**config.mk**
```make
export PLATFORM = sky130hd
export DESIGN_NAME = kmp_stream_matcher_flat
export DESIGN_NICKNAME = d
export VERILOG_FILES = /design/src/kmp_pkg.sv /design/src/kmp_if.sv /design/src/kmp_link_table.sv /design/src/kmp_match_core.sv /design/src/kmp_stream_matcher.sv /design/src/flat_wrapper.sv
export SDC_FILE = /design/constraint.sdc
export NUM_CORES = 1
export LEC_CHECK = 0
export BUFFER_PORTS_ARGS = -buffer_cell sky130_fd_sc_hd__clkbuf_2
export CAP_MARGIN = 20
export CORE_AREA = 5 5 197 275
export CTS_BUF_LIST = sky130_fd_sc_hd__clkbuf_2 sky130_fd_sc_hd__clkbuf_4 sky130_fd_sc_hd__clkbuf_8
export DETAILED_ROUTE_END_ITERATION = 8
export DIE_AREA = 0 0 202 280
export HOLD_SLACK_MARGIN = 0.15
export SETUP_SLACK_MARGIN = 0.15
export SYNTH_ARGS = -nofsm -noshare
export SYNTH_HDL_FRONTEND = slang
export SYNTH_SLANG_ARGS = --single-unit
```
**constraint.sdc**
```tcl
create_clock -name clk -period 14.2 [get_ports clk]
set_input_delay 2.84 -clock clk [delete_from_list [all_inputs] [get_ports clk]]
set_output_delay 2.84 -clock clk [all_outputs]
set_load 0.02 [all_outputs]
```
**src/kmp_pkg.sv**
```systemverilog
`default_nettype none
// ============================================================================
// kmp_pkg: shared types and constants for the KMP stream matcher
// Register indexes, result field limits, result record and pattern byte pick.
// ============================================================================
package kmp_pkg;

    localparam int CFG_IDX_W  = 2;
    localparam int CFG_DATA_W = 64;

    localparam logic [CFG_IDX_W-1:0] REG_PATTERN_LOW  = 2'd0;
    localparam logic [CFG_IDX_W-1:0] REG_PATTERN_HIGH = 2'd1;
    localparam logic [CFG_IDX_W-1:0] REG_PATTERN_LEN  = 2'd2;

    localparam int IDX_W = 20;
    localparam int CNT_W = 21;
    localparam logic [IDX_W-1:0] IDX_MAX = 20'hFFFFF;
    localparam int CNT_MAX = 21'h1FFFFF;

    typedef struct packed {
        logic             match_here;
        logic [IDX_W-1:0] match_start;
        logic [CNT_W-1:0] match_count;
        logic             first_found;
        logic [IDX_W-1:0] first_start;
        logic             end_of_text;
    } result_t;

    // byte k of the 16-byte pattern, byte 0 in bits 7..0 of the low word
    function automatic logic [7:0] pat_byte(input logic [63:0] lo,
                                            input logic [63:0] hi,
                                            input logic [3:0]  idx);
        logic [5:0] sh;
        sh = {idx[2:0], 3'b000};
        return idx[3] ? hi[sh +: 8] : lo[sh +: 8];
    endfunction

endpackage
`default_nettype wire

```
**src/kmp_if.sv**
```systemverilog
`default_nettype none
// ============================================================================
// kmp_if: request channels of the KMP stream matcher
// Text byte channel and result channel, valid/ready handshake.
// ============================================================================
interface kmp_text_if;
    logic       valid;
    logic       ready;
    logic [7:0] text_byte;
    logic       last_byte;

    modport source (output valid, output text_byte, output last_byte, input ready);
    modport sink   (input valid, input text_byte, input last_byte, output ready);
endinterface

interface kmp_result_if;
    logic        valid;
    logic        ready;
    logic        match_here;
    logic [19:0] match_start;
    logic [20:0] match_count;
    logic        first_found;
    logic [19:0] first_start;
    logic        end_of_text;

    modport source (output valid, output match_here, output match_start,
                    output match_count, output first_found, output first_start,
                    output end_of_text, input ready);
    modport sink   (input valid, input match_here, input match_start,
                    input match_count, input first_found, input first_start,
                    input end_of_text, output ready);
endinterface
`default_nettype wire

```
**src/kmp_link_table.sv**
```systemverilog
`default_nettype none
// ============================================================================
// kmp_link_table: failure-link storage
// One write port, one read port; contents undefined until built.
// ============================================================================
module kmp_link_table #(
    parameter int DEPTH = 17,
    parameter int AW    = 5
) (
    input  wire logic          clk,
    input  wire logic          we,
    input  wire logic [AW-1:0] waddr,
    input  wire logic [AW-1:0] wdata,
    input  wire logic [AW-1:0] raddr,
    output logic      [AW-1:0] rdata
);

    logic [AW-1:0] links_reg [DEPTH];

    always_ff @(posedge clk)
    begin
        if (we)
        begin
            links_reg[waddr] <= wdata;
        end
    end

    assign rdata = links_reg[raddr];

endmodule
`default_nettype wire

```
**src/kmp_match_core.sv**
```systemverilog
`default_nettype none
// ============================================================================
// kmp_match_core: sequencer around one shared byte comparator
// Builds failure links, then walks them for each text byte.
// ============================================================================
module kmp_match_core #(
    parameter int MAX_PATTERN = 16,
    parameter int MAX_TEXT    = 1048576
) (
    input  wire logic               clk,
    input  wire logic               rst_n,
    kmp_text_if.sink                text_in,
    input  wire logic [63:0]        pattern_low,
    input  wire logic [63:0]        pattern_high,
    input  wire logic [4:0]         pattern_len,
    input  wire logic               cfg_clear,
    input  wire logic               out_free,
    output logic                    res_load,
    output kmp_pkg::result_t        res
);
    import kmp_pkg::*;

    localparam int LW = $clog2(MAX_PATTERN + 1);
    localparam int BW = $clog2(MAX_TEXT + 1);
    localparam logic [BW-1:0] POS_MAX  = BW'(MAX_TEXT - 1);
    localparam logic [BW-1:0] TEXT_LIM = BW'(MAX_TEXT);
    localparam int CNT_LIM = (MAX_TEXT < CNT_MAX) ? MAX_TEXT : CNT_MAX;

    typedef enum logic [2:0] {
        ST_IDLE  = 3'b001,
        ST_BUILD = 3'b010,
        ST_WALK  = 3'b100
    } state_t;

    state_t          state_reg, state_next;
    logic            links_ready_reg, links_ready_next;
    logic [LW-1:0]   matched_reg, matched_next;
    logic [BW-1:0]   byte_index_reg, byte_index_next;
    logic [CNT_W-1:0] count_reg, count_next;
    logic            first_seen_reg, first_seen_next;
    logic [IDX_W-1:0] first_pos_reg, first_pos_next;
    logic [LW-1:0]   i_reg, i_next;
    logic [LW-1:0]   k_reg, k_next;
    logic [LW-1:0]   j_reg, j_next;
    logic [7:0]      char_reg;
    logic            last_reg;

    logic [LW-1:0]   n_len;
    logic [LW-1:0]   j_start;
    logic [LW-1:0]   b_idx;
    logic [7:0]      op_a;
    logic [7:0]      op_b;
    logic            eq;
    logic            follow;
    logic [LW-1:0]   j_ext;
    logic            hit;
    logic [BW-1:0]   pos;
    logic [BW-1:0]   start_full;
    logic [31:0]     start_w;
    logic [IDX_W-1:0] start_sat;
    logic            accept;

    logic            lt_we;
    logic [LW-1:0]   lt_waddr;
    logic [LW-1:0]   lt_wdata;
    logic [LW-1:0]   lt_raddr;
    logic [LW-1:0]   lt_rdata;

    kmp_link_table #(
        .DEPTH (MAX_PATTERN + 1),
        .AW    (LW)
    ) u_links (
        .clk   (clk),
        .we    (lt_we),
        .waddr (lt_waddr),
        .wdata (lt_wdata),
        .raddr (lt_raddr),
        .rdata (lt_rdata)
    );

    // clamp configured length into 1..MAX_PATTERN
    always_comb
    begin
        if (pattern_len == 5'd0)
        begin
            n_len = LW'(1);
        end
        else if (32'(pattern_len) > MAX_PATTERN)
        begin
            n_len = LW'(MAX_PATTERN);
        end
        else
        begin
            n_len = LW'(pattern_len);
        end
    end

    assign j_start = (matched_reg >= n_len) ? '0 : matched_reg;
    assign text_in.ready = (state_reg == ST_IDLE);
    assign accept = text_in.valid && text_in.ready;

    // shared comparator: pattern vs pattern while building, text vs pattern while walking
    assign b_idx  = (state_reg == ST_BUILD) ? k_reg : j_reg;
    assign op_b   = pat_byte(pattern_low, pattern_high, 4'(b_idx));
    assign op_a   = (state_reg == ST_BUILD) ? pat_byte(pattern_low, pattern_high, 4'(i_reg))
                                            : char_reg;
    assign eq     = (op_a == op_b);
    assign follow = !eq && (b_idx != '0);

    assign lt_raddr = (state_reg == ST_BUILD || follow) ? b_idx : n_len;

    assign j_ext = j_reg + LW'(eq);
    assign hit   = (j_ext == n_len);

    assign pos        = (byte_index_reg > POS_MAX) ? POS_MAX : byte_index_reg;
    assign start_full = pos + BW'(1) - BW'(n_len);
    assign start_w    = 32'(start_full);
    assign start_sat  = (start_w > 32'(IDX_MAX)) ? IDX_MAX : start_w[IDX_W-1:0];

    always_comb
    begin
        state_next       = state_reg;
        links_ready_next = links_ready_reg;
        matched_next     = matched_reg;
        byte_index_next  = byte_index_reg;
        count_next       = count_reg;
        first_seen_next  = first_seen_reg;
        first_pos_next   = first_pos_reg;
        i_next           = i_reg;
        k_next           = k_reg;
        j_next           = j_reg;
        lt_we            = 1'b0;
        lt_waddr         = i_reg + LW'(1);
        lt_wdata         = k_reg + LW'(eq);
        res_load         = 1'b0;
        res              = '0;

        unique case (state_reg)
            ST_IDLE:
            begin
                if (accept)
                begin
                    j_next = j_start;
                    if (!links_ready_reg)
                    begin
                        lt_we      = 1'b1;
                        lt_waddr   = LW'(1);
                        lt_wdata   = '0;
                        i_next     = LW'(1);
                        k_next     = '0;
                        state_next = ST_BUILD;
                    end
                    else
                    begin
                        state_next = ST_WALK;
                    end
                end
            end
            ST_BUILD:
            begin
                if (i_reg == n_len)
                begin
                    links_ready_next = 1'b1;
                    j_next           = j_start;
                    state_next       = ST_WALK;
                end
                else if (follow)
                begin
                    k_next = lt_rdata;
                end
                else
                begin
                    lt_we  = 1'b1;
                    k_next = k_reg + LW'(eq);
                    i_next = i_reg + LW'(1);
                end
            end
            ST_WALK:
            begin
                if (follow)
                begin
                    j_next = lt_rdata;
                end
                else if (out_free)
                begin
                    res_load = 1'b1;
                    if (hit)
                    begin
                        matched_next = lt_rdata;
                        if (count_reg < CNT_W'(CNT_LIM))
                        begin
                            count_next = count_reg + CNT_W'(1);
                        end
                        if (!first_seen_reg)
                        begin
                            first_seen_next = 1'b1;
                            first_pos_next  = start_sat;
                        end
                    end
                    else
                    begin
                        matched_next = j_ext;
                    end
                    if (byte_index_reg < TEXT_LIM)
                    begin
                        byte_index_next = byte_index_reg + BW'(1);
                    end

                    res.match_here  = hit;
                    res.match_start = hit ? start_sat : '0;
                    res.match_count = count_next;
                    res.first_found = first_seen_next;
                    res.first_start = first_seen_next ? first_pos_next : '0;
                    res.end_of_text = last_reg;

                    // last byte closes the text
                    if (last_reg)
                    begin
                        matched_next    = '0;
                        byte_index_next = '0;
                        count_next      = '0;
                        first_seen_next = 1'b0;
                        first_pos_next  = '0;
                    end
                    state_next = ST_IDLE;
                end
            end
            default:
            begin
                state_next = ST_IDLE;
            end
        endcase

        if (cfg_clear)
        begin
            links_ready_next = 1'b0;
            matched_next     = '0;
            byte_index_next  = '0;
            count_next       = '0;
            first_seen_next  = 1'b0;
            first_pos_next   = '0;
        end
    end

    always_ff @(posedge clk or negedge rst_n)
    begin
        if (!rst_n)
        begin
            state_reg       <= ST_IDLE;
            links_ready_reg <= 1'b0;
            matched_reg     <= '0;
            byte_index_reg  <= '0;
            count_reg       <= '0;
            first_seen_reg  <= 1'b0;
            first_pos_reg   <= '0;
            i_reg           <= '0;
            k_reg           <= '0;
            j_reg           <= '0;
        end
        else
        begin
            state_reg       <= state_next;
            links_ready_reg <= links_ready_next;
            matched_reg     <= matched_next;
            byte_index_reg  <= byte_index_next;
            count_reg       <= count_next;
            first_seen_reg  <= first_seen_next;
            first_pos_reg   <= first_pos_next;
            i_reg           <= i_next;
            k_reg           <= k_next;
            j_reg           <= j_next;
        end
    end

    always_ff @(posedge clk)
    begin
        if (accept)
        begin
            char_reg <= text_in.text_byte;
            last_reg <= text_in.last_byte;
        end
    end

endmodule
`default_nettype wire

```
**src/kmp_stream_matcher.sv**
```systemverilog
`default_nettype none
// ============================================================================
// kmp_stream_matcher: Knuth-Morris-Pratt byte stream matcher
// Configuration registers, matching core and result output register.
// ============================================================================
// Searches a byte stream for a pattern of 1 to MAX_PATTERN bytes held in the
// configuration registers and returns one result per text byte: match-end
// flag with start index, running count of overlapping matches, and the first
// match start. Each text request has an accept step, a hop for each failure
// link followed for that byte (amortized under one per byte) and a finishing
// step, all on the single shared byte comparator and the single link-table
// read port. The first byte after reset or after a write to a mapped register
// also pays for building the link table first. The finishing step waits while
// the result register is full and not being drained. The result register
// lets a new text byte be accepted while the previous result waits. A byte
// with last_byte set ends the text: its result carries the final counts and
// the matching state is cleared afterwards. Write configuration only while
// idle; any write to a mapped register restarts the text in progress.
// ============================================================================
module kmp_stream_matcher #(
    parameter int MAX_PATTERN = 16,
    parameter int MAX_TEXT    = 1048576
) (
    input  wire logic                        clk,
    input  wire logic                        rst_n,
    kmp_text_if.sink                         text_in,
    kmp_result_if.source                     result_out,
    input  wire logic                        cfg_we,
    input  wire logic [kmp_pkg::CFG_IDX_W-1:0]  cfg_index,
    input  wire logic [kmp_pkg::CFG_DATA_W-1:0] cfg_data
);
    import kmp_pkg::*;

    // configuration registers
    logic [63:0] pattern_low_reg;
    logic [63:0] pattern_high_reg;
    logic [4:0]  pattern_len_reg;
    logic        cfg_clear;

    // result output register
    logic        out_valid_reg, out_valid_next;
    result_t     out_data_reg;
    logic        out_free;
    logic        res_load;
    result_t     res;

    // a write to a known register restarts matching and forces a link rebuild
    assign cfg_clear = cfg_we && (cfg_index == REG_PATTERN_LOW ||
                                  cfg_index == REG_PATTERN_HIGH ||
                                  cfg_index == REG_PATTERN_LEN);

    always_ff @(posedge clk or negedge rst_n)
    begin
        if (!rst_n)
        begin
            pattern_low_reg  <= '0;
            pattern_high_reg <= '0;
            pattern_len_reg  <= 5'd1;
        end
        else if (cfg_we)
        begin
            unique case (cfg_index)
                REG_PATTERN_LOW:  pattern_low_reg  <= cfg_data;
                REG_PATTERN_HIGH: pattern_high_reg <= cfg_data;
                REG_PATTERN_LEN:  pattern_len_reg  <= cfg_data[4:0];
                default:          ;   // unmapped index, write dropped
            endcase
        end
    end

    kmp_match_core #(
        .MAX_PATTERN (MAX_PATTERN),
        .MAX_TEXT    (MAX_TEXT)
    ) u_core (
        .clk          (clk),
        .rst_n        (rst_n),
        .text_in      (text_in),
        .pattern_low  (pattern_low_reg),
        .pattern_high (pattern_high_reg),
        .pattern_len  (pattern_len_reg),
        .cfg_clear    (cfg_clear),
        .out_free     (out_free),
        .res_load     (res_load),
        .res          (res)
    );

    // the core may finish a byte when the slot is empty or being drained
    assign out_free = !out_valid_reg || result_out.ready;

    always_comb
    begin
        if (res_load)
        begin
            out_valid_next = 1'b1;
        end
        else if (result_out.ready)
        begin
            out_valid_next = 1'b0;
        end
        else
        begin
            out_valid_next = out_valid_reg;
        end
    end

    always_ff @(posedge clk or negedge rst_n)
    begin
        if (!rst_n)
        begin
            out_valid_reg <= 1'b0;
        end
        else
        begin
            out_valid_reg <= out_valid_next;
        end
    end

    always_ff @(posedge clk)
    begin
        if (res_load)
        begin
            out_data_reg <= res;
        end
    end

    assign result_out.valid       = out_valid_reg;
    assign result_out.match_here  = out_data_reg.match_here;
    assign result_out.match_start = out_data_reg.match_start;
    assign result_out.match_count = out_data_reg.match_count;
    assign result_out.first_found = out_data_reg.first_found;
    assign result_out.first_start = out_data_reg.first_start;
    assign result_out.end_of_text = out_data_reg.end_of_text;

endmodule
`default_nettype wire

```
**src/flat_wrapper.sv**
```systemverilog
// flat-port wrapper written by rule: the top's interface ports become plain ports
module kmp_stream_matcher_flat import kmp_pkg::*;
#(
    parameter int MAX_PATTERN = 16,
    parameter int MAX_TEXT    = 1048576
)
  (clk, rst_n, cfg_we, cfg_index, cfg_data, text_in_valid, text_in_text_byte, text_in_last_byte, text_in_ready, result_out_valid, result_out_match_here, result_out_match_start, result_out_match_count, result_out_first_found, result_out_first_start, result_out_end_of_text, result_out_ready);
  kmp_text_if text_in_i ();
  kmp_result_if result_out_i ();
  input  wire logic clk;
  input  wire logic rst_n;
  input  wire logic cfg_we;
  input  wire logic [kmp_pkg::CFG_IDX_W-1:0] cfg_index;
  input  wire logic [kmp_pkg::CFG_DATA_W-1:0] cfg_data;
  input wire logic [$bits(text_in_i.valid)-1:0] text_in_valid;
  input wire logic [$bits(text_in_i.text_byte)-1:0] text_in_text_byte;
  input wire logic [$bits(text_in_i.last_byte)-1:0] text_in_last_byte;
  output wire logic [$bits(text_in_i.ready)-1:0] text_in_ready;
  output wire logic [$bits(result_out_i.valid)-1:0] result_out_valid;
  output wire logic [$bits(result_out_i.match_here)-1:0] result_out_match_here;
  output wire logic [$bits(result_out_i.match_start)-1:0] result_out_match_start;
  output wire logic [$bits(result_out_i.match_count)-1:0] result_out_match_count;
  output wire logic [$bits(result_out_i.first_found)-1:0] result_out_first_found;
  output wire logic [$bits(result_out_i.first_start)-1:0] result_out_first_start;
  output wire logic [$bits(result_out_i.end_of_text)-1:0] result_out_end_of_text;
  input wire logic [$bits(result_out_i.ready)-1:0] result_out_ready;
  assign text_in_i.valid = text_in_valid;
  assign text_in_i.text_byte = text_in_text_byte;
  assign text_in_i.last_byte = text_in_last_byte;
  assign text_in_ready = text_in_i.ready;
  assign result_out_valid = result_out_i.valid;
  assign result_out_match_here = result_out_i.match_here;
  assign result_out_match_start = result_out_i.match_start;
  assign result_out_match_count = result_out_i.match_count;
  assign result_out_first_found = result_out_i.first_found;
  assign result_out_first_start = result_out_i.first_start;
  assign result_out_end_of_text = result_out_i.end_of_text;
  assign result_out_i.ready = result_out_ready;
  kmp_stream_matcher #(.MAX_PATTERN(MAX_PATTERN), .MAX_TEXT(MAX_TEXT)) u_core (.clk(clk), .rst_n(rst_n), .text_in(text_in_i), .result_out(result_out_i), .cfg_we(cfg_we), .cfg_index(cfg_index), .cfg_data(cfg_data));
endmodule
```
==> summary.md, run 1 <==
| Metric | Value |
|---|---|
| Status | `finished clean` |
| Req. time, crit path | `14.60 ns` |
| Die Height | `280 µm` |
| Worst Setup Slack, final | `6.352 ns` |
| Pre-Repair DR Iteration Count | `5` |
| CP Capture Type | `register` |
| Starting density of the core | `39.23%` |
| Synthesized instance count | `1663` |
| Largest area contributor in the netlist | `dfrtp_1` |
| HPWL Detailed | `38150 µm` |
| Iteration-0 DRC Markers | `793` |
| # H-tree levels | `2` |
| Post-synthesis cell type count | `83` |
| Place WS | `6.384 ns` |
| Via/cell ratio | `5.587` |
| Startpoint class of the critical path | `register` |
| RSZ-0062 raised after global routing | `no` |
| # IOs | `146` |
| Die area | `56560 µm²` |
| First-pass GRT wire length | `84120 µm` |
| Routed WL | `53050 µm` |
| Min Tclk post-route | `7.848 ns` |
| Average wire per standard cell | `21.04 µm` |
| Tcrit/Tclk final | `55.27%` |
| Seq cells post-synth | `379` |
| Largest cells by area after synthesis | `dfrtp_1 27%, edfxtp_1 23%, mux4_2 11%, mux2_2 7.6%, nor2_1 3.1%` |
| TritonCTS Buffers | `61` |
| Cell Area, Synth | `20260 µm²` |
| CP max stage cell | `or3b_2` |
| Core Footprint | `51650 µm²` |
| Antenna Nets Post-Route | `0` |
| Final Hold Fails | `0` |
| Num Clock Sinks | `379` |
| Post-synthesis average cell area | `12.19 µm²` |
| Design Power | `3.915 mW` |
| Filler cell count in the final layout | `4764` |
| Pwr Density | `169.2 nW/µm²` |
| Pleak | `9.035 nW` |
| Compound-Gate Fraction of Synth Area | `8.792%` |
| Via count | `14090` |
| Vias in the first global route | `14670` |
| Die width | `202 µm` |
| Reg clk slew, reported paths | `0.07 ns` |
| Ys async rst share | `58.31%` |
| Area Overhead vs Synth | `14.19%` |
| Slew margin rel. | `33.83%` |
| Critical path peak fanout | `33` |
| All-Layer GR Usage | `18.66%` |
| Maximum VDD drop | `96.40 µV` |
| Hold_ws | `0.4731 ns` |
| Worst-Margin Slew | `0.9888 ns` |
| Register area share after synthesis | `50.72%` |
| Layout Skew | `0.05227 ns` |
| Top-area cell type share of the netlist area | `27.04%` |
| Max Clk Rate | `127.4 MHz` |
| WS Path Type | `register to register` |
| Post CTS Setup Buffer Count | `0` |
| Setup TNS | `0 ns` |
| Simple-gate area share of the yosys netlist | `10.90%` |
| Post-Synth XOR/XNOR Area | `2.853%` |
| Largest family of logic cells by synthesized area | `multiplexers` |
| Nets | `1927` |
| Initial antenna violation count | `3` |
| Hold_buf cts | `0` |
| Ys Warns | `0` |
| Largest stage delay on the critical path | `0.77 ns` |
| Data arrival, critical path | `8.25 ns` |
| Post-CTS sizing | `0` |
| Max-slew violation count | `0` |
| Synth Area in Adders | `2.322%` |
| Worst hold path type | `register to register` |
| # setup viols final | `0` |
| CTS tree | `built` |
| I/O Buffers | `145` |
| DRC | `0` |
| Synth Net Count | `1780` |
| Largest net degree at the start of global routing | `85` |
| Post-synthesis mux area share | `21.48%` |
| Clock Latency Late Sink | `0.70 ns` |
| Primary FF master, synth | `dfrtp_1` |
| Max FFs per register | `85` |
| Root buf cell | `clkbuf_8` |
| Share of cells above drive strength 1 | `29.41%` |
| Post-synth EDFFs | `158` |
| Maximum clock insertion buffer count | `3` |
| Routability Congestion | `0.8608` |
| Cell Rows | `99` |
| Grt total ovfl | `0` |
| Max Cap Viol | `0` |
[report_power, final]
part | internal (mW) | switching [mW]
registers | 1.28 | 0.138
logic | 0.615 | 0.792
clock network | 0.625 | 0.460
total | 2.52 | 1.39
[Yosys cell counts (6+ instances only)]
master / n
a2111oi_0: 14
nand2b_1: 25
mux4_2: 97
and2_1: 10
nand3_1: 27
xor2_1: 27
nor3_1: 15
xnor2_1: 39
nand2_1: 136
a31oi_1: 20
o21ai_1: 17
o31ai_1: 7
inv_1: 37
a21oi_1: 62
nor3b_1: 6
nor2b_1: 19
buf_2: 15
mux2_2: 136
o21ai_0: 82
a22o_1: 15
or2_2: 6
dfrtp_1: 219
nor2_1: 168
nand4_1: 9
mux2i_1: 57
clkbuf_1: 68
and3_1: 13
edfxtp_1: 158
ha_1: 36
or3_1: 8
[per-layer routing]
| layer | track usage (%) | wire length [µm] | vias to the layer above |
|---|---|---|---|
| met5 | 0 | 7 | - |
| met4 | 7.980 | 2297 | 2 |
| met3 | 3.168 | 2173 | 107 |
| met2 | 34.34 | 28180 | 354 |
| met1 | 21.36 | 20390 | 7106 |
| li1 | - | - | 6517 |
[final cells by class]
class	instances	area, µm²	area share, %
clock buffer	80	1032	4.461
timing repair buffer	181	1050	4.537
inverter	40	150.1	0.6489
multi-input combinational	1147	9412	40.67
tap	656	820.8	3.547
clock inverter	36	391.6	1.692
sequential	379	10280	44.42
antenna	2	5.005	0.02163
[cells by family (layout without fill, tap and decap cells)]
family,Yosys count,count (layout)
muxes,294,294
and+or+nand+nor,470,470
other,0,2
buffers and inverters,137,337
adders and majority gates,37,37
AOI/OAI and AO/OA,280,280
DFF,379,379
xor gates and xnor gates,66,66
[worst max-delay path: cells and delay by family, from the launching register on]
| kind | cells | cell delay [ns] |
|---|---|---|
| AND/OR/NAND/NOR | 14 | 3.75 |
| adder cells (fa/ha/maj) | 1 | 0.21 |
| flip-flops | 1 | 0.44 |
| multiplexers | 1 | 0.27 |
| buffers and inverters | 3 | 1.00 |
| XOR/XNOR | 3 | 0.53 |
| AO/OA/AOI/OAI | 4 | 1.30 |
[placed cells by master, fill, tap and decap left out, types with 30 or more instances in the layout]
cell	netlist	layout
clkbuf_2	0	144
o21ai_0	82	81
dfrtp_1	219	218
edfxtp_1	158	158
mux2_2	136	136
mux2i_1	57	57
ha_1	36	36
clkbuf_8	0	70
nand2_1	136	136
xnor2_1	39	39
a21oi_1	62	62
inv_1	37	36
nor2_1	168	168
mux4_2	97	97
buf_4	5	30
[metrics by stage]
stage / cells / util (%) / cell area (µm²)
after floorplan: 1663 / - / 20260
after global placement: 2396 / 41.85 / 21610
final: 2521 / 44.80 / 23140
after global routing: 2520 / 44.79 / 23140
after detailed placement: 2399 / 41.88 / 21630
after CTS: 2515 / 44.64 / 23060
[worst paths after layout]
kind / startpoint / endpoint / slack, ns / cells after the start
max: u_core.u_core.state_reg[2] / u_core.result_out.match_count[19] / 6.35 / 26
min: u_core.u_core.first_pos_reg[6] / u_core.u_core.first_pos_reg[6] / 0.47 / 2
max in group asynchronous: rst_n / u_core.pattern_len_reg[0] / 11.03 / 3
min in group asynchronous: rst_n / u_core.pattern_high_reg[39] / 2.12 / 1
min reg2reg: u_core.u_core.first_pos_reg[6] / u_core.u_core.first_pos_reg[6] / 0.47 / 2
max reg2reg: u_core.u_core.state_reg[2] / u_core.result_out.match_count[19] / 6.35 / 26
No activity file was read; power rests on OpenSTA's default activity.
==> run 2, diff against run 1 <==
--- a/config.mk
+++ b/config.mk
@@ -5,6 +5,7 @@
 export SDC_FILE = /design/constraint.sdc
 export NUM_CORES = 1
 export LEC_CHECK = 0
+export ABC_AREA = 1
 export BUFFER_PORTS_ARGS = -buffer_cell sky130_fd_sc_hd__clkbuf_2
 export CAP_MARGIN = 20
 export CORE_AREA = 5 5 197 275
==> constraint.sdc (replaced) <==
create_clock -name clk -period 7.05 [get_ports clk]
set_input_delay 1.41 -clock clk [delete_from_list [all_inputs] [get_ports clk]]
set_output_delay 1.41 -clock clk [all_outputs]
set_load 0.02 [all_outputs]
==> run 2 against run 1 <==
Hold slack better by 0.010 ns. Power up 110%. Sequential power up 94%. Register-to-register slack worse by 5.4 ns. Global-route usage up 1.1 points. Cell area down 0.32%. Flip-flop and latch count unchanged. Core utilization down 0.15 points. Fmax up 29%. Sequential share of layout area up 0.14 points. Clock power up 99%. Critical path type unchanged. Largest power group is now combinational logic. Highest routed layer is now met4.
==> summary.md, run 2 <==
| Metric | Value |
|---|---|
| Status | `finished clean` |
| Grt total ovfl | `0 (unchanged)` |
| Via/cell ratio | `5.184 (-7.2%)` |
| Worst reg2reg path depth | `33 (+27%)` |
| Setup TNS | `0 ns (unchanged)` |
| Simple-gate area share of the yosys netlist | `27.79% (+17 points)` |
| RSZ-0062 raised after global routing | `no` |
| WP depth | `33 (+27%)` |
| Worst-Margin Slew | `1.097 ns (+0.1083 ns)` |
| Max Clk Rate | `164.1 MHz (+29%)` |
| Seq cells post-synth | `379 (unchanged)` |
| Tcrit/Tclk final | `86.46% (+31 points)` |
| Core Footprint | `51650 µm² (unchanged)` |
| WS Path Type | `register to register` |
| Commonest non-fill, non-tap cell in the layout | `nand2_1` |
| # IOs | `146 (unchanged)` |
| Largest family of logic cells by synthesized area | `simple AND/OR/NAND/NOR gates` |
| Maximum clock insertion buffer count | `3 (unchanged)` |
| Top-area cell type share of the netlist area | `26.96% (-0.083 points)` |
| Most used cell, CP | `nand2_1` |
| Share of cells above drive strength 1 | `12.70% (-17 points)` |
| Post-Layout Inst Area | `23060 µm² (-0.32%)` |
| Starting density of the core | `39.35% (+0.12 points)` |
| Maximum VDD drop | `156.1 µV (+62%)` |
| Register area share after synthesis | `50.56% (-0.16 points)` |
| CP bufs+invs | `3 (unchanged)` |
| Layout Skew | `0.04804 ns (-0.004226 ns)` |
| Largest net degree at the start of global routing | `129 (+52%)` |
| Die area | `56560 µm² (unchanged)` |
| Iteration-0 DRC Markers | `1122 (+41%)` |
| Vias in the first global route | `17430 (+19%)` |
| Routability Congestion | `0.9568 (+11%)` |
| Post-synthesis cell type count | `55 (-34%)` |
| Cell Area, Synth | `20330 µm² (+0.31%)` |
| Req. time, crit path | `7.55 ns (-7.05 ns)` |
| Clock Latency Late Sink | `0.68 ns (-0.02 ns)` |
| Die Height | `280 µm (unchanged)` |
| Via count | `17450 (+24%)` |
| Ys async rst share | `58.31% (unchanged)` |
| # H-tree levels | `2 (unchanged)` |
| Routed WL | `56830 µm (+7.1%)` |
| Max FFs per register | `85 (unchanged)` |
| Pre-Repair DR Iteration Count | `5 (unchanged)` |
| Critical path peak fanout | `43 (+30%)` |
| CP max stage cell | `dfstp_2` |
| All-Layer GR Usage | `19.75% (+1.1 points)` |
| Largest area contributor in the netlist | `dfrtp_1` |
| Reg2Reg Setup Slack | `0.95 ns (-5.40 ns)` |
| Max Cap Viol | `0 (unchanged)` |
| Commonest non-fill, non-tap cells in the layout | `716 x nand2_1, 346 x nand3_1, 305 x inv_1` |
| Cell Rows | `99 (unchanged)` |
| # setup viols final | `0 (unchanged)` |
| Initial antenna violation count | `1 (-2)` |
| Pwr Density | `350.6 nW/µm² (+110%)` |
| Hold_ws | `0.4835 ns (+0.01036 ns)` |
| Synth Area in Adders | `2.314% (-0.0071 points)` |
| Pleak | `10.92 nW (+21%)` |
| Most numerous cell in the Yosys netlist | `nand2_1` |
| Primary FF master, synth | `dfrtp_1` |
| Min Tclk post-route | `6.095 ns (-1.753 ns)` |
| Compound-Gate Fraction of Synth Area | `9.135% (+0.34 points)` |
| Die width | `202 µm (unchanged)` |
| Largest stage delay on the critical path | `0.55 ns (-0.22 ns)` |
| Post-synthesis mux area share | `0.04924% (-21 points)` |
| CTS tree | `built` |
| CP Capture Type | `register` |
| DP Area | `21560 µm² (-0.32%)` |
| Utilization after layout | `44.65% (-0.15 points)` |
| Reg clk slew, reported paths | `0.06 ns (about the same)` |
| Num Clock Sinks | `379 (unchanged)` |
| Hold path cells | `2 (unchanged)` |
| Synthesized instance count | `2541 (+53%)` |
| HPWL Detailed | `40700 µm (+6.7%)` |
| Antenna Nets Post-Route | `0 (unchanged)` |
| Delay-heaviest family, CP | `simple AND/OR/NAND/NOR gates` |
| TritonCTS Buffers | `59 (-3.3%)` |
| Startpoint class of the critical path | `register` |
| Area Overhead vs Synth | `13.47%` |
| Largest cells by area after synthesis | `dfrtp_1 27%, edfxtp_1 23%, nand2_1 13%, nand3_1 8.6%, inv_1 5.7%` |
| Root buf cell | `clkbuf_8` |
| Post-synthesis average cell area | `8.000 µm² (-34%)` |
| Post-Synth XOR/XNOR Area | `1.680% (-1.2 points)` |
| Ys Warns | `0 (unchanged)` |
| Multi-input logic area | `8376 µm² (-11%)` |
| Slew margin rel. | `26.60% (-7.2 points)` |
| Final Hold Fails | `0 (unchanged)` |
| Worst hold path type | `register to register` |
| DRC | `0 (unchanged)` |
| Storage cell area | `10280 µm² (unchanged)` |
| Filler cell count in the final layout | `5145 (+8.0%)` |
| Data arrival, critical path | `6.60 ns (-1.65 ns)` |
| Synth Net Count | `2658 (+49%)` |
| Post-synth EDFFs | `158 (unchanged)` |
| I/O Buffers | `145 (unchanged)` |
| Post-synth top cells | `717 x nand2_1, 348 x nand3_1, 306 x inv_1` |
| Nets | `2777 (+44%)` |
| First-pass GRT wire length | `91250 µm (+8.5%)` |
| Average wire per standard cell | `16.89 µm (-20%)` |
| Max-slew violation count | `0 (unchanged)` |
==> run 2: worst paths after layout <==
path | endpoint | startpoint
worst max-delay path | u_core.u_core.count_reg[19] | u_core.u_core.state_reg[0]
worst min-delay path | u_core.u_core.first_pos_reg[3] | u_core.u_core.first_pos_reg[3]
worst max register to register | u_core.u_core.count_reg[19] | u_core.u_core.state_reg[0]
worst min register to register | u_core.u_core.first_pos_reg[3] | u_core.u_core.first_pos_reg[3]
max in group asynchronous | u_core.u_core.byte_index_reg[1] | rst_n
min in group asynchronous | u_core.u_core.count_reg[18] | rst_n
==> run 2: what timing repair did <==
item,in CTS,in global routing
hold buffers,0,0
gates resized for setup,0,1
setup buffers,0,0
setup endpoints to repair,0,3
==> run 2: per-layer routing <==
metal	vias to the layer above	track usage, %	part of all wire [%]
li1	8553	-	-
met1	8143	23.46	40
met2	562	34.79	50
met3	187	3.133	5.1
met4	0	9.839	5.3
met5	-	0	0
==> run 2: cell type report <==
class	instances	area share [%]
antenna	1	0.01085
timing repair buffer	169	4.145
tap	656	3.559
sequential	379	44.56
clock inverter	17	1.096
inverter	323	5.257
clock buffer	92	5.056
multi-input combinational	1728	36.31
==> run 2: kinds of logic (layout without fill, tap and decap cells) <==
group | Yosys count | in the layout
AND/OR/NAND/NOR | 1305 | 1305
buffers and inverters | 435 | 601
flip-flops | 379 | 379
AO/OA/AOI/OAI | 345 | 346
XOR/XNOR | 39 | 39
adder cells (fa/ha/maj) | 37 | 37
multiplexers | 1 | 1
other | 0 | 1
==> run 2: power by group <==
part	switching (mW)	internal, mW	total (mW)
combinational	2.23	0.931	3.16
clock	0.896	1.27	2.17
sequential	0.208	2.55	2.76
total	3.33	4.75	8.09
==> run 2: worst register-to-register path, delay by kind of cell, from the launching register on <==
kind,cells,cell delay [ns]
and+or+nand+nor,22,3.39
buffers and inverters,3,0.64
adders and majority gates,2,0.55
DFF,1,0.55
xor gates and xnor gates,1,0.16
AOI/OAI and AO/OA,5,0.62
==> run 2: through the flow <==
| step | cells | worst slack, ns | total power, mW |
|---|---|---|---|
| floorplan | 2541 | 2.268 | 5.041 |
| global placement | 3251 | 1.024 | 5.872 |
| detailed placement | 3251 | 0.8244 | 5.916 |
| CTS | 3360 | 0.7691 | 8.125 |
| global route | 3365 | 0.2836 | 8.634 |
| finish | 3365 | 0.9549 | 8.087 |
==> run 3, diff against run 2 <==
--- a/config.mk
+++ b/config.mk
@@ -8,10 +8,9 @@
 export ABC_AREA = 1
 export BUFFER_PORTS_ARGS = -buffer_cell sky130_fd_sc_hd__clkbuf_2
 export CAP_MARGIN = 20
-export CORE_AREA = 5 5 197 275
-export CTS_BUF_LIST = sky130_fd_sc_hd__clkbuf_2 sky130_fd_sc_hd__clkbuf_4 sky130_fd_sc_hd__clkbuf_8
+export CORE_AREA = 2 2 194 272
 export DETAILED_ROUTE_END_ITERATION = 8
-export DIE_AREA = 0 0 202 280
+export DIE_AREA = 0 0 196 274
 export HOLD_SLACK_MARGIN = 0.15
 export SETUP_SLACK_MARGIN = 0.15
 export SYNTH_ARGS = -nofsm -noshare
==> run 3 against run 2 <==
Register-to-register slack got worse by 0.099 ns. Sequential power barely moved. Final cell count decreased by 1.1%. Critical endpoint unchanged.
==> summary.md, run 3 (synthesis results as in run 2) <==
| Metric | Value |
|---|---|
| # H-tree levels | `2 (unchanged)` |
| I/O Buffers | `145 (unchanged)` |
| Pleak | `10.82 nW (-0.93%)` |
| Cell Rows | `99 (unchanged)` |
| Sw Share | `41.56% (+0.36 points)` |
| NetSw | `3.329 mW (-0.11%)` |
| Root buf cell | `clkbuf_16` |
| Most used cell, CP | `nand2_1` |
| Grt total ovfl | `0 (unchanged)` |
| Beginning of the worst hold path | `u_core.u_core.first_pos_reg[5]` |
| Commonest non-fill, non-tap cells in the layout | `716 x nand2_1, 346 x nand3_1, 305 x inv_1` |
| Routability Congestion | `0.9484 (-0.88%)` |
| # setup viols final | `0 (unchanged)` |
| Via count | `17320 (-0.74%)` |
| All-Layer GR Usage | `21.20% (+1.4 points)` |
| First-pass GRT wire length | `90540 µm (-0.78%)` |
| Startpoint class of the critical path | `register` |
| Reg2Reg Setup Slack | `0.86 ns (-0.10 ns)` |
| CTS tree | `built` |
| Share of cells above drive strength 1 | `11.19% (-1.5 points)` |
| Nets | `2758 (-0.68%)` |
| WP depth | `34 (+3.0%)` |
| Initial antenna violation count | `0 (-1)` |
| Worst hold path type | `register to register` |
| Vias in the first global route | `17070 (-2.1%)` |
| CP max stage cell | `nand2_2` |
| R2r endpoint | `u_core.u_core.count_reg[19]` |
| Setup TNS | `0 ns (unchanged)` |
| Ant diodes | `0 (-1)` |
| Multi-input logic area | `8364 µm² (-0.13%)` |
| Worst reg2reg path depth | `34 (+3.0%)` |
| WS Path Type | `register to register` |
| Max Cap Viol | `0 (unchanged)` |
| Commonest non-fill, non-tap cell in the layout | `nand2_1` |
| Req. time, crit path | `7.46 ns (-0.09 ns)` |
| Die area | `53700 µm² (-5.0%)` |
| Tcrit/Tclk final | `87.86% (+1.4 points)` |
| Area Overhead vs Synth | `12.82%` |
| Pre-Repair DR Iteration Count | `8 (+3)` |
| Average wire per standard cell | `16.95 µm (+0.36%)` |
| Max Clk Rate | `161.5 MHz (-1.6%)` |
| # IOs | `146 (unchanged)` |
| DRC | `0 (unchanged)` |
| Iteration-0 DRC Markers | `1226 (+9.3%)` |
| Final Hold Fails | `0 (unchanged)` |
| Max FFs per register | `85 (unchanged)` |
| Internal | `4.680 mW (-1.6%)` |
| CP Launch Point | `u_core.u_core.state_reg[2]` |
| Critical path peak fanout | `45 (+4.7%)` |
| Antenna Nets Post-Route | `0 (unchanged)` |
| Data arrival, critical path | `6.61 ns (about the same)` |
| Worst-Margin Slew | `1.161 ns (+0.06401 ns)` |
| Core Footprint | `51530 µm² (-0.24%)` |
| Maximum clock insertion buffer count | `3 (unchanged)` |
| CP bufs+invs | `3 (unchanged)` |
| Sequential power share | `34.4% (+0.3 points)` |
| Placed insts | `3254 (+0.092%)` |
| R2R Path Start | `u_core.u_core.state_reg[2]` |
| Starting density of the core | `39.45% (+0.095 points)` |
| Die Height | `274 µm (-2.1%)` |
| Delay-heaviest family, CP | `simple AND/OR/NAND/NOR gates` |
| Non-filler cells, final | `3328 (-1.1%)` |
| Maximum VDD drop | `241.4 µV (+55%)` |
| Routed WL | `56410 µm (-0.74%)` |
| Comb pwr share | `39.4% (+0.3 points)` |
| Largest stage delay on the critical path | `0.50 ns (-0.05 ns)` |
| Min Tclk post-route | `6.194 ns (+0.09872 ns)` |
| Die width | `196 µm (-3.0%)` |
| CP Capture Type | `register` |
| Crit path to | `u_core.u_core.count_reg[19]` |
| Design Power | `8.009 mW (-0.96%)` |
| Via/cell ratio | `5.203 (+0.36%)` |
| Max-slew violation count | `0 (unchanged)` |
| Reg clk slew, reported paths | `0.06 ns (about the same)` |
| Filler cell count in the final layout | `5132 (-0.25%)` |
| Largest net degree at the start of global routing | `145 (+12%)` |
| Status | `finished clean` |
| Storage cell area | `10280 µm² (unchanged)` |
| Num Clock Sinks | `379 (unchanged)` |
| RSZ-0062 raised after global routing | `no` |
| Clock share of power | `26.1% (-0.7 points)` |
| TritonCTS Buffers | `39 (-34%)` |
| Pwr Density | `349.2 nW/µm² (-0.39%)` |
| Clock Latency Late Sink | `0.58 ns (-0.10 ns)` |
| Layout Skew | `0.02810 ns (-0.01995 ns)` |
| HPWL Detailed | `40320 µm (-0.92%)` |
| Slew margin rel. | `21.77% (-4.8 points)` |
[run 3: cell types whose count changed in the layout (fill, tap and decap cells not counted), sizes merged]
cell and change:
buf +3, o21ai -1, clkbuf -40, inv +4
clkinv +2, bufinv -3, clkinvlp -1, diode -1
[run 3: layout make-up]
class,count,area share [%]
Sequential cell,379,44.82
Clock inverter,19,0.8457
Multi-Input combinational cell,1727,36.47
Timing Repair Buffer,171,4.289
Clock buffer,53,4.703
Tap cell,656,3.579
Inverter,323,5.287
[run 3: through the flow]
stage | hold WS, ns | worst slack (ns) | util, % | cell area, µm²
3_5_place_dp | 0.4682 | 0.8766 | 41.92 | 21600
2_1_floorplan | 0.4479 | 2.268 | - | 20330
6_report | 0.4856 | 0.8562 | 44.50 | 22930
5_1_grt | 0.5027 | 0.1508 | 44.50 | 22930
3_3_place_gp | 0.4627 | 1.138 | 41.92 | 21600
4_1_cts | 0.4833 | 0.8503 | 44.39 | 22870
[run 3: timing repair]
item,4_1_cts,5_1_grt
setup buffers,0,0
setup endpoints to repair,0,1
hold buffers,0,0
resized for setup,0,1
[run 3: how the worst min path moves through the flow]
stage / end / depth (start not counted)
floorplan: u_core.u_core.first_pos_reg[11] / 2
global placement: u_core.u_core.first_pos_reg[6] / 2
detailed placement: u_core.u_core.first_pos_reg[5] / 2
CTS: u_core.u_core.first_pos_reg[5] / 2
global route: u_core.u_core.first_pos_reg[11] / 2
finish: u_core.u_core.first_pos_reg[5] / 2
[run 3: routing by layer]
metal	global-route usage, %	vias to the layer above	share of wire [%]
met5	0	-	0
met4	9.011	0	4.2
met3	2.620	130	4.6
met2	38.25	543	50
met1	25.47	8156	41
li1	-	8487	-
[run 3: power groups by stage]
stage	Sequential [mW]	Combinational, mW	Clock, mW
2_1_floorplan	2.70	2.34	0
5_1_grt	2.77	3.57	2.22
3_5_place_dp	2.79	3.15	0
3_3_place_gp	2.79	3.10	0
6_report	2.76	3.16	2.09
4_1_cts	2.75	3.17	2.14
[run 3: worst register-to-register path: cells and delay by family (launching register included)]
kind / cells / cell delay, ns
simple gates: 24 / 3.87
buf+inv: 3 / 0.77
compound gates: 3 / 0.32
flops: 1 / 0.38
xor+xnor: 2 / 0.33
fa+ha+maj: 2 / 0.38
